--- src/hdl/mks_pkg.sv ---
`timescale 1ns / 1ps
`default_nettype none
// ----------------------------------------------------------------------------
// Keypad scanner package
// Phase codes, event kinds, register map and shared types.
// ----------------------------------------------------------------------------
package mks_pkg;

   // scan phases
   localparam logic [2:0] PH_IDLE    = 3'd0;
   localparam logic [2:0] PH_DEB_IN  = 3'd1;
   localparam logic [2:0] PH_SCAN    = 3'd2;
   localparam logic [2:0] PH_HOLD    = 3'd3;
   localparam logic [2:0] PH_LONG    = 3'd4;
   localparam logic [2:0] PH_DEB_OUT = 3'd5;

   // event kinds
   localparam logic [2:0] EV_PRESSED  = 3'd0;
   localparam logic [2:0] EV_SHORT    = 3'd1;
   localparam logic [2:0] EV_LONG     = 3'd2;
   localparam logic [2:0] EV_REPEAT   = 3'd3;
   localparam logic [2:0] EV_RELEASED = 3'd4;

   // held line codes
   localparam logic [2:0] ROW_IS_PTT    = 3'd4;
   localparam logic [2:0] COL_SIDE_CODE = 3'd7;
   localparam logic [4:0] KEY_PTT       = 5'd20;

   // register indexes (byte address 4*i)
   localparam logic [1:0] REG_DEB_IN  = 2'd0;
   localparam logic [1:0] REG_DEB_OUT = 2'd1;
   localparam logic [1:0] REG_LONG    = 2'd2;
   localparam logic [1:0] REG_REPEAT  = 2'd3;

   localparam logic [15:0] DEB_IN_RESET  = 16'd30;
   localparam logic [15:0] DEB_OUT_RESET = 16'd30;
   localparam logic [15:0] LONG_RESET    = 16'd400;
   localparam logic [15:0] REPEAT_RESET  = 16'd200;

   typedef struct packed {
      logic [2:0] event_kind;
      logic [4:0] key_index;
      logic       event_valid;
      logic [3:0] column_drive;
   } result_type;

endpackage : mks_pkg
`default_nettype wire

--- src/hdl/matrix_keypad_scanner_core.sv ---
`timescale 1ns / 1ps
`default_nettype none
// ----------------------------------------------------------------------------
// Matrix keypad scanner core
// Scans a 4-row keypad, the push-to-talk line and side keys, one tick per
// transaction, and reports pressed / short / long / repeat / released events.
// ----------------------------------------------------------------------------
// Stage 1 registers an accepted tick, stage 2 its result on rsp_.
// Throughput: one tick per cycle unless rsp_ stalls; the phase machine and its
// 16-bit tick counter update once per tick between the input and the result register.
// Reset (synchronous, active high): phase idle, columns driven low, timers
// cleared, registers back to 30 / 30 / 400 / 200 ticks, both stages empty.
// ----------------------------------------------------------------------------
module matrix_keypad_scanner_core
   import mks_pkg::*;
(
   input  wire logic        clock,
   input  wire logic        reset,

   // tick input: [3:0] row_lines, [4] ptt_line, [7:5] zero
   input  wire logic        req_tvalid,
   output      logic        req_tready,
   input  wire logic [7:0]  req_tdata,

   // result: [3:0] column_drive, [4] event_valid, [9:5] key_index, [15:10] zero
   output      logic        rsp_tvalid,
   input  wire logic        rsp_tready,
   output      logic [15:0] rsp_tdata,
   // result kind: [2:0] event_kind
   output      logic [2:0]  rsp_tuser,

   // configuration
   input  wire logic        csr_psel,
   input  wire logic        csr_penable,
   input  wire logic        csr_pwrite,
   input  wire logic [3:0]  csr_paddr,
   input  wire logic [31:0] csr_pwdata,
   output      logic [31:0] csr_prdata,
   output      logic        csr_pready
);

   // ---------------------------------------------------------------- config
   logic [15:0] deb_in_ff, deb_out_ff, long_ff, repeat_ff;
   logic        csr_write;
   logic [1:0]  csr_index;

   assign csr_pready = 1'b1;
   assign csr_index  = csr_paddr[3:2];
   assign csr_write  = csr_psel & csr_penable & csr_pwrite & csr_pready;

   always_ff @(posedge clock) begin
      if (reset) begin
         deb_in_ff  <= DEB_IN_RESET;
         deb_out_ff <= DEB_OUT_RESET;
         long_ff    <= LONG_RESET;
         repeat_ff  <= REPEAT_RESET;
      end else if (csr_write) begin
         case (csr_index)
            REG_DEB_IN:  deb_in_ff  <= csr_pwdata[15:0];
            REG_DEB_OUT: deb_out_ff <= csr_pwdata[15:0];
            REG_LONG:    long_ff    <= csr_pwdata[15:0];
            REG_REPEAT:  repeat_ff  <= csr_pwdata[15:0];
            default:     ;
         endcase
      end
   end

   always_comb begin
      case (csr_index)
         REG_DEB_IN:  csr_prdata = {16'd0, deb_in_ff};
         REG_DEB_OUT: csr_prdata = {16'd0, deb_out_ff};
         REG_LONG:    csr_prdata = {16'd0, long_ff};
         REG_REPEAT:  csr_prdata = {16'd0, repeat_ff};
         default:     csr_prdata = 32'd0;
      endcase
   end

   // ---------------------------------------------------------------- stages
   // Stage 1 holds the accepted tick, stage 2 the result. The tick is
   // processed (and the state advanced) as it moves from stage 1 to 2.
   logic       in_valid_ff;
   logic [3:0] in_rows_ff;
   logic       in_ptt_ff;
   logic       rsp_valid_ff;
   result_type rsp_ff;
   logic       out_free, advance;

   assign out_free   = ~rsp_valid_ff | rsp_tready;
   assign advance    = in_valid_ff & out_free;
   assign req_tready = ~in_valid_ff | out_free;

   always_ff @(posedge clock) begin
      if (reset) begin
         in_valid_ff <= 1'b0;
      end else if (req_tready) begin
         in_valid_ff <= req_tvalid;
      end
   end

   always_ff @(posedge clock) begin
      if (req_tready & req_tvalid) begin
         in_rows_ff <= req_tdata[3:0];
         in_ptt_ff  <= req_tdata[4];
      end
   end

   // ---------------------------------------------------------------- scanner
   logic [2:0]  phase_ff, phase_in;
   logic [2:0]  held_row_ff, held_row_in;
   logic [2:0]  held_col_ff, held_col_in;
   logic [15:0] timer_ff, timer_in;
   logic [3:0]  drive_ff, drive_in;
   logic        ev;
   logic [2:0]  kind;
   logic [15:0] timer_inc;
   logic        done_in, done_out, done_long, done_rep;
   logic        released, row_low;
   logic [2:0]  col_plus1, col_step;
   logic [4:0]  key;
   result_type  result;

   // wrapping tick count; zero after wrap also ends the wait
   assign timer_inc = 16'(timer_ff + 16'd1);
   assign done_in   = (timer_inc >= deb_in_ff)  || (timer_inc == 16'd0);
   assign done_out  = (timer_inc >= deb_out_ff) || (timer_inc == 16'd0);
   assign done_long = (timer_inc >= long_ff)    || (timer_inc == 16'd0);
   assign done_rep  = (timer_inc >= repeat_ff)  || (timer_inc == 16'd0);

   assign row_low  = ~in_rows_ff[held_row_ff[1:0]];
   assign released = (held_row_ff == ROW_IS_PTT) ? in_ptt_ff
                                                 : in_rows_ff[held_row_ff[1:0]];
   assign col_step = (held_col_ff == COL_SIDE_CODE) ? 3'd0
                                                    : {1'b0, 2'(held_col_ff[1:0] + 2'd1)};

   always_comb begin
      phase_in    = phase_ff;
      held_row_in = held_row_ff;
      held_col_in = held_col_ff;
      timer_in    = timer_ff;
      drive_in    = drive_ff;
      ev          = 1'b0;
      kind        = EV_PRESSED;
      case (phase_ff)
         PH_IDLE: begin
            drive_in = 4'd0;
            if (!in_ptt_ff) begin
               held_row_in = ROW_IS_PTT;
               phase_in    = PH_DEB_IN;
               timer_in    = 16'd0;
            end else if (in_rows_ff != 4'hF) begin
               // lowest row wins
               if (!in_rows_ff[0])      held_row_in = 3'd0;
               else if (!in_rows_ff[1]) held_row_in = 3'd1;
               else if (!in_rows_ff[2]) held_row_in = 3'd2;
               else                     held_row_in = 3'd3;
               phase_in = PH_DEB_IN;
               timer_in = 16'd0;
            end
         end
         PH_DEB_IN: begin
            timer_in = timer_inc;
            if (done_in) begin
               timer_in = 16'd0;
               if (held_row_ff == ROW_IS_PTT) begin
                  ev       = 1'b1;
                  kind     = EV_PRESSED;
                  phase_in = PH_HOLD;
               end else begin
                  held_col_in = COL_SIDE_CODE;
                  drive_in    = 4'hF;
                  phase_in    = PH_SCAN;
               end
            end
         end
         PH_SCAN: begin
            if (row_low) begin
               ev       = 1'b1;
               kind     = EV_PRESSED;
               phase_in = PH_HOLD;
               timer_in = 16'd0;
            end else if (held_col_ff == 3'd3) begin
               phase_in = PH_DEB_OUT;
               timer_in = 16'd0;
               drive_in = 4'd0;
            end else begin
               held_col_in = col_step;
               drive_in    = ~(4'd1 << col_step[1:0]);
            end
         end
         PH_HOLD: begin
            if (released) begin
               ev       = 1'b1;
               kind     = EV_SHORT;
               phase_in = PH_DEB_OUT;
               timer_in = 16'd0;
               drive_in = 4'd0;
            end else begin
               timer_in = timer_inc;
               if (done_long) begin
                  ev       = 1'b1;
                  kind     = EV_LONG;
                  phase_in = PH_LONG;
                  timer_in = 16'd0;
               end
            end
         end
         PH_LONG: begin
            if (released) begin
               ev       = 1'b1;
               kind     = EV_RELEASED;
               phase_in = PH_DEB_OUT;
               timer_in = 16'd0;
               drive_in = 4'd0;
            end else begin
               timer_in = timer_inc;
               if (done_rep) begin
                  ev       = 1'b1;
                  kind     = EV_REPEAT;
                  timer_in = 16'd0;
               end
            end
         end
         PH_DEB_OUT: begin
            drive_in = 4'd0;
            timer_in = timer_inc;
            if (done_out) begin
               phase_in = PH_IDLE;
               timer_in = 16'd0;
            end
         end
         default: begin
            phase_in = PH_IDLE;
            timer_in = 16'd0;
            drive_in = 4'd0;
         end
      endcase
   end

   // key = (column+1)*4 + row, side column counted as -1
   assign col_plus1 = 3'(held_col_in + 3'd1);
   assign key       = (held_row_in == ROW_IS_PTT) ? KEY_PTT
                                                  : {col_plus1, held_row_in[1:0]};

   always_comb begin
      result.column_drive = drive_in;
      result.event_valid  = ev;
      result.event_kind   = ev ? kind : 3'd0;
      result.key_index    = ev ? key : 5'd0;
   end

   always_ff @(posedge clock) begin
      if (reset) begin
         phase_ff    <= PH_IDLE;
         held_row_ff <= 3'd0;
         held_col_ff <= COL_SIDE_CODE;
         timer_ff    <= 16'd0;
         drive_ff    <= 4'd0;
      end else if (advance) begin
         phase_ff    <= phase_in;
         held_row_ff <= held_row_in;
         held_col_ff <= held_col_in;
         timer_ff    <= timer_in;
         drive_ff    <= drive_in;
      end
   end

   // ---------------------------------------------------------------- output
   always_ff @(posedge clock) begin
      if (reset) begin
         rsp_valid_ff <= 1'b0;
      end else if (out_free) begin
         rsp_valid_ff <= in_valid_ff;
      end
   end

   always_ff @(posedge clock) begin
      if (advance) begin
         rsp_ff <= result;
      end
   end

   assign rsp_tvalid = rsp_valid_ff;
   assign rsp_tdata  = {6'd0, rsp_ff.key_index, rsp_ff.event_valid, rsp_ff.column_drive};
   assign rsp_tuser  = rsp_ff.event_kind;

endmodule : matrix_keypad_scanner_core
`default_nettype wire

--- config.mk ---
export PLATFORM = sky130hd
export DESIGN_NAME = matrix_keypad_scanner_core
export DESIGN_NICKNAME = d
export VERILOG_FILES = /design/src/hdl/mks_pkg.sv /design/src/hdl/matrix_keypad_scanner_core.sv
export SDC_FILE = /design/constraint.sdc
export NUM_CORES = 1
export LEC_CHECK = 0
export BUFFER_PORTS_ARGS = -buffer_cell sky130_fd_sc_hd__buf_2
export CAP_MARGIN = 15
export CELL_PAD_IN_SITES_DETAIL_PLACEMENT = 0
export CELL_PAD_IN_SITES_GLOBAL_PLACEMENT = 2
export CORE_ASPECT_RATIO = 0.75
export CORE_MARGIN = 1
export CORE_UTILIZATION = 35
export DETAILED_ROUTE_END_ITERATION = 10
export GPL_TIMING_DRIVEN = 0
export PLACE_DENSITY_LB_ADDON = 0.1
export SKIP_CTS_REPAIR_TIMING = 1
export SLEW_MARGIN = 0
export SYNTH_ARGS = -nofsm -noshare
export SYNTH_HDL_FRONTEND = slang
export SYNTH_SLANG_ARGS = --single-unit
export TNS_END_PERCENT = 5
--- constraint.sdc ---
create_clock -name clock -period 4.4 [get_ports clock]
set_clock_uncertainty 0.2 [all_clocks]
set_input_delay 0.88 -clock clock [delete_from_list [all_inputs] [get_ports clock]]
set_output_delay 0.88 -clock clock [all_outputs]
set_load 0.1 [all_outputs]
==> results.toml <==
[power]
ir_drop_v = 0.000210
power-per-cell-area_nw_per_um2 = 320
leakage_nw = 3.84

[place]
dp_hpwl_um = 17700
dp_cells = 1235
gp_congestion = 0.816
io_buffers = 60
place_area_um2 = 8220

[detailed_routing]
drc = 0
wl_um = 23500
wire_per_inst_um = 18.3
via_per_inst = 5.04
vias = 6465
antenna_left = 0
drt_iter0_markers = 493
drtPass1Iterations = 5

[layout]
fin_nets = 1112
design_area_um2 = 9100
syn2layout_area_growth_pct = 21.6
diodes = 0
fin_cells = 1284
nFillCells = 2106
drive_gt1_share_pct = 21.6

[die]
rows = 45
initial_core_util_pct = 36.3
fp.coreArea_um2 = 20600
io_pins = 105
die_h_um = 129
dieArea_um2 = 22000
die_width_um = 171

[worst_setup_path]
crit_type = "in2out"
slowest_stage = "clkbuf_1"
crit_chain = "buf_2 -> buf_1 -> clkbuf_1 -> mux4_2 -> buf_2"
crit_fanout = 10
arrival_ns = 3.16
timing.rr.start = "timer_ff[1]"
end_kind = "output pin"
critPathLaunchType = "primary input"
startpoint = "csr_paddr[3]"
critPathMaxStageDelay_ns = 0.73
worstPathRequired_ns = 3.32
cpMostUsedCell = "buf_2"

[synth]
synth_edf_count = 18
synth_ff_type = "dfxtp_1"
synth-seq-cells = 113
syn_avg_cell_area_um2 = 8.58
seq_area_frac_synth_pct = 32.6
syn-instance-count = 872
async_reset_ff_share_pct = 0
yosysUniqueCellTypes = 84
synth_area_um2 = 7480
ys.warnings.count = 0

[grt]
antenna_found_initial = 0
grt_pass1_vias = 5974
grt.total_usage_pct = 22.4
grt_max_degree = 23
grt-ovfl-total = 0
grt_pass1_wl_um = 36100

[timing]
fin_crit_sh_pct = 96.4
report.final.slew_viol_count = 0
relSlewSlack_pct = 28.9
timing.final.crit_period_ns = 4.24
finalHoldViolCount = 0
tightest_slew_ns = 1.07
fmax_mhz = 236
setup_viol_count_final = 0

[cts]
clk_path_buf_depth = 2
clkLatencyLatePin_ns = 0.44
cts_tree = "done"
cts_buffers = 17
htreeDepth = 4
clockRootBuffer = "clkbuf_16"
path_clk_slew_ns = 0.06
clock_sinks = 113

[job]
maxCapViolCount = 0

[worst_hold_path]
hold_class = "reg2reg"
min_from = "repeat_ff[10]"

[run_status]
status = "complete, no violations"
worst paths after layout:
kind,endpoint,slack [ns],cells after the start
setup / recovery,csr_prdata[13],0.16,5
hold / removal,repeat_ff[10],0.27,2
setup reg to reg,rsp_tdata[9],0.21,18
hold reg to reg,repeat_ff[10],0.27,2
cell type report:
class	count	area [µm²]	share of cell area (%)
sequential	113	2450	26.9
clock buffer	17	425	4.67
inverter	79	297	3.26
tap	282	353	3.88
clock inverter	15	160	1.76
multi-input combinational	639	4610	50.6
timing repair buffer	79	455	5.00
buffer	60	353	3.88
synth_stat cells (3+ instances only):
| library cell | number | share of area, % |
|---|---|---|
| inv_1 | 78 | 3.9 |
| and4_1 | 3 | 0.35 |
| a211oi_2 | 3 | 0.50 |
| nor4_1 | 4 | 0.33 |
| a221oi_2 | 4 | 0.80 |
| and3_1 | 5 | 0.42 |
| o211ai_1 | 16 | 1.6 |
| ha_1 | 72 | 12 |
| a21oi_1 | 75 | 5.0 |
| buf_4 | 24 | 2.4 |
| nand4_1 | 14 | 1.2 |
| o21a_1 | 10 | 1.0 |
| dfxtp_1 | 95 | 25 |
| o21ai_0 | 22 | 1.5 |
| and2_1 | 6 | 0.50 |
| a21o_1 | 4 | 0.40 |
| edfxtp_1 | 18 | 7.2 |
| or2_2 | 6 | 0.50 |
| a221oi_1 | 3 | 0.35 |
| nand3_1 | 15 | 1.0 |
| o21ai_1 | 4 | 0.27 |
| a22o_1 | 12 | 1.4 |
| clkbuf_1 | 26 | 1.3 |
| nor2b_1 | 9 | 0.75 |
| a211oi_1 | 6 | 0.60 |
| mux4_2 | 16 | 4.8 |
| nor2_1 | 55 | 2.8 |
| nand2b_1 | 7 | 0.59 |
| xor2_1 | 6 | 0.70 |
| buf_2 | 4 | 0.27 |
| nand2_1 | 154 | 7.7 |
| mux2i_1 | 3 | 0.40 |
| buf_1 | 4 | 0.20 |
| nor3_1 | 14 | 0.94 |
| or3_1 | 4 | 0.33 |
| buf_6 | 4 | 0.60 |
| xnor2_1 | 4 | 0.47 |
state kept, by name, indices dropped and copies added (netlist names):
signal,cells
drive_ff,4
long_ff,16
timer_ff,16
deb_in_ff,16
rsp_tvalid,1
rsp_tdata,10
held_col_ff,3
in_ptt_ff,1
phase_ff,3
deb_out_ff,16
in_rows_ff,4
in_valid_ff,1
rsp_tuser,3
repeat_ff,16
held_row_ff,3
routing by layer:
metal / wire length [µm] / up-vias / track usage (%) / share of wire (%)
li1: - / 3271 / - / -
met1: 12600 / 3040 / 34.3 / 54
met2: 9600 / 143 / 31.4 / 41
met3: 1110 / 11 / 4.71 / 4.7
met4: 178 / 0 / 5.57 / 0.76
met5: 0 / - / 0 / 0
power breakdown:
part           total [mW]  leakage [nW]  switching (mW)  internal [mW]
Sequential           1.09         0.945          0.0203           1.07
Combinational       0.420          2.61           0.319          0.101
Clock                1.40         0.280           0.563          0.837
worst max-delay path, delay by kind of cell:
kind | cells | cell delay (ns)
multiplexers | 1 | 0.40
buffers and inverters | 4 | 1.88
cell usage in the layout, fill, tap and decap left out, drive strengths merged, types with 6 or more instances in the layout:
master,Yosys,routed
dfxtp,95,95
o21a,11,11
nor2b,9,9
a21oi,76,76
buf,36,114
nor2,56,56
o21ai,26,26
xor2,8,8
and2,6,6
a22o,12,12
edfxtp,18,18
and3,6,6
nor3,15,15
clkinv,1,8
nand4,17,17
nor4,6,6
a221oi,7,7
nand3,16,16
clkbuf,26,42
mux4,16,16
o211ai,17,17
or2,8,8
a211oi,11,11
inv,78,81
ha,72,72
conb,2,23
nand2,155,155
nand2b,7,7
stage by stage:
step                total power, mW  worst slack, ns  setup TNS (ns)  hold WS (ns)  utilization, %
finish                         2.91            0.160               0         0.271            44.2
global route                   3.01          -0.0477         -0.0477         0.282            44.2
CTS                            2.93           -0.739          -13.64         0.270            42.7
detailed placement             1.53           -0.718          -13.16         0.257            39.9
global placement               1.53           -0.742          -12.97         0.260            39.9
floorplan                      1.44            0.392               0         0.229               -
cell families (layout without fill, tap and decap cells):
family	count (synthesis)	count (layout)	share of synthesized area [%]
adder cells (fa/ha/maj)	72	72	12.0
flip-flops	113	113	32.6
AO/OA/AOI/OAI	195	195	18.6
buffers and inverters	141	250	8.74
other	2	23	0.100
AND/OR/NAND/NOR	316	316	20.8
XOR/XNOR	12	12	1.60
multiplexers	21	21	5.52
No activity file was read; power rests on OpenSTA's default activity.
